--- src/qgap_pkg.sv ---
package qgap_pkg;

  localparam int QGAP_MAX_CHANNELS = 256;

  localparam int SAMPLE_W  = 8;
  localparam int CHAN_W    = 8;
  localparam int SUM_W     = 26;
  localparam int DEC_W     = 9;
  localparam int MULT_W    = 31;
  localparam int SHIFT_W   = 6;
  localparam int ZP_W      = 8;
  localparam int PROD_W    = SUM_W + MULT_W;
  localparam int QCLIP_W   = 13;

  localparam logic [QCLIP_W-1:0] MEAN_MAX   = 13'd4096;
  localparam logic [QCLIP_W-1:0] MEAN_OVER  = 13'd4097;
  localparam logic signed [14:0] POOL_MIN   = -15'sd128;
  localparam logic signed [14:0] POOL_MAX   = 15'sd127;

  localparam logic [MULT_W-1:0]  MULT_RESET  = 31'h4000_0000;
  localparam logic [SHIFT_W-1:0] SHIFT_RESET = 6'd30;

  typedef enum logic [1:0] {
    REG_IN_ZP     = 2'd0,
    REG_OUT_ZP    = 2'd1,
    REG_SCALE_MUL = 2'd2,
    REG_SCALE_SH  = 2'd3
  } cfg_reg_t;

  typedef struct packed {
    logic [SAMPLE_W-1:0] sample;
    logic [CHAN_W-1:0]   channel;
    logic                last_pixel;
  } in_item_t;

  typedef struct packed {
    logic [CHAN_W-1:0]        out_channel;
    logic signed [ZP_W-1:0]   pooled_value;
  } out_item_t;

  // Final sum of a channel, handed from the accumulator to the requantiser.
  typedef struct packed {
    logic                    vld;
    logic [CHAN_W-1:0]       channel;
    logic signed [SUM_W-1:0] sum;
  } acc_res_t;

endpackage

--- src/qgap_requant.sv ---
module qgap_requant import qgap_pkg::*; (
  input  logic                    clk,
  input  logic                    rst_n,
  input  acc_res_t                res,
  input  logic [MULT_W-1:0]       scale_mul,
  input  logic [SHIFT_W-1:0]      scale_sh,
  input  logic signed [ZP_W-1:0]  out_zp,
  output logic                    adv,
  output logic                    out_valid,
  input  logic                    out_ready,
  output out_item_t               out_data
);

  logic               p2_vld_r;
  logic               p2_neg_r;
  logic [CHAN_W-1:0]  p2_chan_r;
  logic [SUM_W-1:0]   p2_mag_r;

  logic               p3_vld_r;
  logic               p3_neg_r;
  logic [CHAN_W-1:0]  p3_chan_r;
  logic [PROD_W-1:0]  p3_prod_r;

  logic               p4_vld_r;
  logic               p4_neg_r;
  logic [CHAN_W-1:0]  p4_chan_r;
  logic [QCLIP_W-1:0] p4_q_r;
  logic               p4_rnd_r;

  logic               out_valid_r, out_valid_nxt;
  out_item_t          out_data_r;

  logic [SUM_W-1:0]   mag;
  logic [63:0]        prod_ext;
  logic [63:0]        q_full;
  logic [63:0]        rem;
  logic [63:0]        half;
  logic               rnd;
  logic [QCLIP_W-1:0] q_clip;
  logic [13:0]        q_rnd;
  logic [QCLIP_W-1:0] q_sat;
  logic signed [14:0] mean;
  logic signed [14:0] biased;
  logic signed [7:0]  pooled;

  // Everything moves together unless a finished result is blocked while the rounding stage holds another.
  assign adv = !out_valid_r || out_ready || !p4_vld_r;

  assign mag = res.sum[SUM_W-1] ? SUM_W'(-res.sum) : SUM_W'(res.sum);

  // Shift on the magnitude and round ties to even; a zero shift is exact.
  assign prod_ext = 64'(p3_prod_r);
  assign q_full   = prod_ext >> scale_sh;
  assign rem      = prod_ext & ((64'd1 << scale_sh) - 64'd1);
  assign half     = (scale_sh == '0) ? 64'd0 : (64'd1 << (scale_sh - 1'b1));
  assign rnd      = (scale_sh != '0) && ((rem > half) || (rem == half && q_full[0]));
  assign q_clip   = (q_full > 64'(MEAN_MAX)) ? MEAN_OVER : q_full[QCLIP_W-1:0];

  assign q_rnd  = {1'b0, p4_q_r} + 14'(p4_rnd_r);
  assign q_sat  = (q_rnd > 14'(MEAN_MAX)) ? MEAN_MAX : q_rnd[QCLIP_W-1:0];
  assign mean   = p4_neg_r ? -$signed({2'b00, q_sat}) : $signed({2'b00, q_sat});
  assign biased = mean + 15'(out_zp);

  always_comb begin
    if (biased < POOL_MIN) begin
      pooled = POOL_MIN[7:0];
    end else if (biased > POOL_MAX) begin
      pooled = POOL_MAX[7:0];
    end else begin
      pooled = biased[7:0];
    end
  end

  always_comb begin
    out_valid_nxt = out_valid_r;
    if (out_valid_r && out_ready) begin
      out_valid_nxt = 1'b0;
    end
    if (adv && p4_vld_r) begin
      out_valid_nxt = 1'b1;
    end
  end

  always_ff @(posedge clk) begin
    if (!rst_n) begin
      p2_vld_r    <= 1'b0;
      p3_vld_r    <= 1'b0;
      p4_vld_r    <= 1'b0;
      out_valid_r <= 1'b0;
    end else begin
      out_valid_r <= out_valid_nxt;
      if (adv) begin
        p2_vld_r <= res.vld;
        p3_vld_r <= p2_vld_r;
        p4_vld_r <= p3_vld_r;
      end
    end
  end

  always_ff @(posedge clk) begin
    if (adv) begin
      p2_neg_r  <= res.sum[SUM_W-1];
      p2_chan_r <= res.channel;
      p2_mag_r  <= mag;
      p3_neg_r  <= p2_neg_r;
      p3_chan_r <= p2_chan_r;
      p3_prod_r <= p2_mag_r * scale_mul;
      p4_neg_r  <= p3_neg_r;
      p4_chan_r <= p3_chan_r;
      p4_q_r    <= q_clip;
      p4_rnd_r  <= rnd;
    end
    if (adv && p4_vld_r) begin
      out_data_r.out_channel  <= p4_chan_r;
      out_data_r.pooled_value <= pooled;
    end
  end

  assign out_valid = out_valid_r;
  assign out_data  = out_data_r;

  a_blocked_result_stalls: assert property (@(posedge clk) disable iff (!rst_n)
    (out_valid_r && !out_ready && p4_vld_r) |-> !adv)
    else $error("pipeline advanced over a result that could not be delivered");

  a_stalled_tail_kept: assert property (@(posedge clk) disable iff (!rst_n)
    (p4_vld_r && !adv) |=> (p4_vld_r && $stable(p4_q_r) && $stable(p4_chan_r)))
    else $error("a result waiting in the rounding stage was lost");

  a_offered_result_held: assert property (@(posedge clk) disable iff (!rst_n)
    (out_valid_r && !out_ready) |=> (out_valid_r && $stable(out_data_r)))
    else $error("an offered result changed or vanished before it was taken");

endmodule

--- config.mk ---
export PLATFORM = sky130hd
export DESIGN_NAME = qgap_requant
export DESIGN_NICKNAME = d
export VERILOG_FILES = /design/src/qgap_pkg.sv /design/src/qgap_requant.sv
export SDC_FILE = /design/constraint.sdc
export NUM_CORES = 2
export LEC_CHECK = 0
export ABC_AREA = 1
export BUFFER_PORTS_ARGS = -buffer_cell sky130_fd_sc_hd__buf_2
export CORE_MARGIN = 2
export CORE_UTILIZATION = 40
export CTS_CLUSTER_DIAMETER = 40
export DETAILED_ROUTE_END_ITERATION = 10
export GPL_TIMING_DRIVEN = 0
export RECOVER_POWER = 50
export SLEW_MARGIN = 10
export SYNTH_ARGS = -nofsm -noshare
export SYNTH_HDL_FRONTEND = slang
export SYNTH_SLANG_ARGS = --single-unit
--- constraint.sdc ---
create_clock -name clk -period 8.89 [get_ports clk]
set_input_delay 0.4445 -clock clk [delete_from_list [all_inputs] [get_ports clk]]
set_output_delay 0.4445 -clock clk [all_outputs]
set_load 0.005 [all_outputs]
==> key figures <==
Synth
  • Synth Area in Simple Gates: 20.3%
  • Yosys reg bits: 144
  • Top cell type's share of synthesized area: 34.6%
  • Synth Area per Inst: 7.33 sq um
  • Cell count after synthesis: 5479
  • Top post-synthesis cells by count: inv_1, nand2_1, fa_1
  • Compound-Gate Fraction of Synth Area: between 7 and 8%
  • Main combinational cell family by area after synthesis: adder cells
  • Number of synthesized flops with an enable pin: 140
  • Synthesized cell area: 40200 sq um
  • Mux cell area share after synthesis: less than 1%
  • Predominant post-synthesis flop cell: edfxtp_1
  • Most common cell in the netlist: inv_1
  • Top cells by area, synth: fa_1, inv_1, nand2_1
  • Synth warn: 0
  • Sequential-to-total area share from yosys stat: 10.7%
  • Synth Area in Adders: about 43%
  • Synth Area in XOR/XNOR: 2.18%
  • Net Count, Synth: 6530
  • Yosys top cell by area: fa_1
  • Post-synth ARST share: 0%
  • Count of cell types in the netlist: between 50 and 60

Setup path
  • Reg2reg start: p2_mag_r[21]
  • Worst Path Arrival: between 8 and 9 ns
  • Max stage delay on crit path: 1.02 ns
  • CP required: around 9 ns
  • Most frequent CP cell: fa_1
  • Critical Path End Type: flip-flop
  • Setup slack, reg-to-reg: 0.42 ns
  • Crit path max-delay cell type: clkbuf_1
  • Nature of the critical path startpoint: input port
  • FF-to-FF End: p3_prod_r[56]
  • Setup crit start: scale_mul[14]
  • Worst Reg-to-Reg Cells: 24
  • Critical path type: input port to flip-flop
  • Max FO, Critical Path: 10

Min path
  • Hold Crit Class: input port to flip-flop
  • Hold Startpoint: res[26]
  • Hold EP: p2_chan_r[0]
  • Worst Hold Depth: 1

Clocking
  • CTS tree: done
  • H-tree levels: 4
  • Num CTS Buffers: 17
  • Clk pin slew, worst setup/hold paths: 0.08 ns
  • CTS resizes: 0
  • Cts hold-fix bufs: 0
  • Max Buffers Root-to-Sink: 2
  • Clk_lat worst skew: 0.54 ns
  • Post-CTS setup buffer count: 0
  • Clock sink total: 144
  • CTS Root Cell: clkbuf_16

Timing
  • Clock skew: 0.0428 ns
  • Relative slew slack: -69.9%
  • Measured slew at the worst slew-check pin: 2.55 ns
  • Hold Violations, Final: 0
  • Min Tclk post-route: 8.58 ns
  • Fin crit share: 96.5%
  • Final setup violation count: 0
  • RSZ-0062 raised after global routing: no
  • Max Clock Freq: 117 MHz
  • Max Slew Vio Count: 80

Global routing
  • Grt ovf: 0
  • Largest net degree at the start of global routing: 54
  • GR Util All Layers: a little under a third
  • Initial antenna violation count: 3
  • First-pass GRT wire length: 229000 um
  • Vias in the first global route: 36700
  • Met2 usage: around half
  • Global-route track usage on met3: a little over 6%
  • Gr busiest metal: met2
  • Met1 usage: roughly 36%

Place
  • IO Port Bufs: 68
  • Inst Count DP: 6848
  • Placer congestion estimate: 1.06
  • Cell area after placement: 42200 sq um
  • DP HPWL: 127000 um

Die
  • Rows: 116
  • Die X: 321 um
  • Die Y: 321 um
  • Initial core utilization: between 40% and 50%
  • Ports: 101
  • Area of the core: 99900 sq um
  • Die footprint: 103000 sq um

Outcome
  • Outcome: finished, violations left
  • Failing checks: capacitance limit, slew limit

Route
  • DRC: 0
  • Antenna viol nets, final: 0
  • Vias per std cell: about 5.2
  • Drt first pass iters: 6
  • Routed via count: 36000
  • WL per Instance: 22.4 um
  • Drt total wl: 154000 um
  • DR iter-0 viols: 3115

Final layout
  • Sequential cell area: 4280 sq um
  • Layout cells sized above 1: 2.83%
  • Area delta synth->final: 6.55%
  • Final #Nets: approximately 6600
  • Final cell count without fillers: 6882
  • Area of the multi-input gates: 29300 sq um
  • Fillers: 10500
  • Design Area, Final: about 43000 sq um

Run
  • Number of max-cap violations: 2
==> worst max-delay path: cells and delay by family <==
kind	cells	cell delay (ns)
and+or+nand+nor	7	1.75
xor gates and xnor gates	1	0.14
buffers and inverters	8	2.16
AOI/OAI and AO/OA	1	0.12
adders and majority gates	8	4.16
==> worst max-delay path by stage <==
stage | to | slack [ns]
floorplan | p3_prod_r[53] | 2.29
global route | p3_prod_r[53] | 0.08
CTS | p3_prod_r[53] | 0.47
finish | p3_prod_r[56] | 0.31
global placement | p3_prod_r[53] | -0.14
detailed placement | p3_prod_r[53] | -0.04
==> metal layers <==
metal / part of all wire [%] / vias to the layer above
met5: 0 / -
met4: 7.3 / 0
met1: 38 / 17500
li1: - / 16400
met3: 8.6 / 443
met2: 46 / 1672
==> state kept, by name (all words and copies together) (netlist names) <==
signal,count
p2_neg_r,1
p2_vld_r,1
p3_neg_r,1
p2_chan_r,8
p2_mag_r,26
p4_chan_r,8
out_data,16
p3_chan_r,8
p4_rnd_r,1
p3_prod_r,57
out_valid,1
p4_vld_r,1
p4_q_r,13
p4_neg_r,1
p3_vld_r,1
==> per-stage QoR <==
stage | util, % | hold WS [ns] | TNS [ns] | worst slack [ns]
after global placement | 42.2 | 0.401 | -0.135 | -0.135
after floorplan | - | 0.400 | 0 | 2.29
after detailed placement | 42.3 | 0.405 | -0.0368 | -0.0368
final | 42.9 | 0.107 | 0 | 0.315
after CTS | 42.9 | 0.0788 | 0 | 0.473
after global routing | 42.9 | 0.0836 | 0 | 0.0762
==> area by class of cell <==
cell class | count | area share (%)
multi-input combinational | 3613 | 68.5
inverter | 1471 | 12.9
sequential | 144 | 10.0
tap | 1298 | 3.79
buffer | 251 | 2.47
clock buffer | 17 | 0.994
timing repair buffer | 71 | 0.827
clock inverter | 15 | 0.517
antenna | 2 | 0.0117
==> cells in the final DEF (no fill, tap or decap), drive strengths merged, types with 22 or more instances in the layout <==
| master | n |
|---|---|
| a21oi | 160 |
| xnor2 | 32 |
| ha | 273 |
| nor2 | 301 |
| o211ai | 22 |
| clkbuf | 214 |
| inv | 1475 |
| buf | 125 |
| nand2 | 1423 |
| a31oi | 28 |
| nand4 | 38 |
| xor2 | 68 |
| o21ai | 230 |
| nand3 | 164 |
| edfxtp | 140 |
| nor4 | 29 |
| nor3 | 48 |
| fa | 695 |
==> cell families after synthesis <==
family,Yosys count
compound gates,516
flops,144
xor+xnor,100
simple gates,2025
buf+inv,1722
fa+ha+maj,968
mux,4
Power is left out: the tool's default activity adds up to more than one toggle a clock period on the data nets, which glitch-free logic cannot reach.
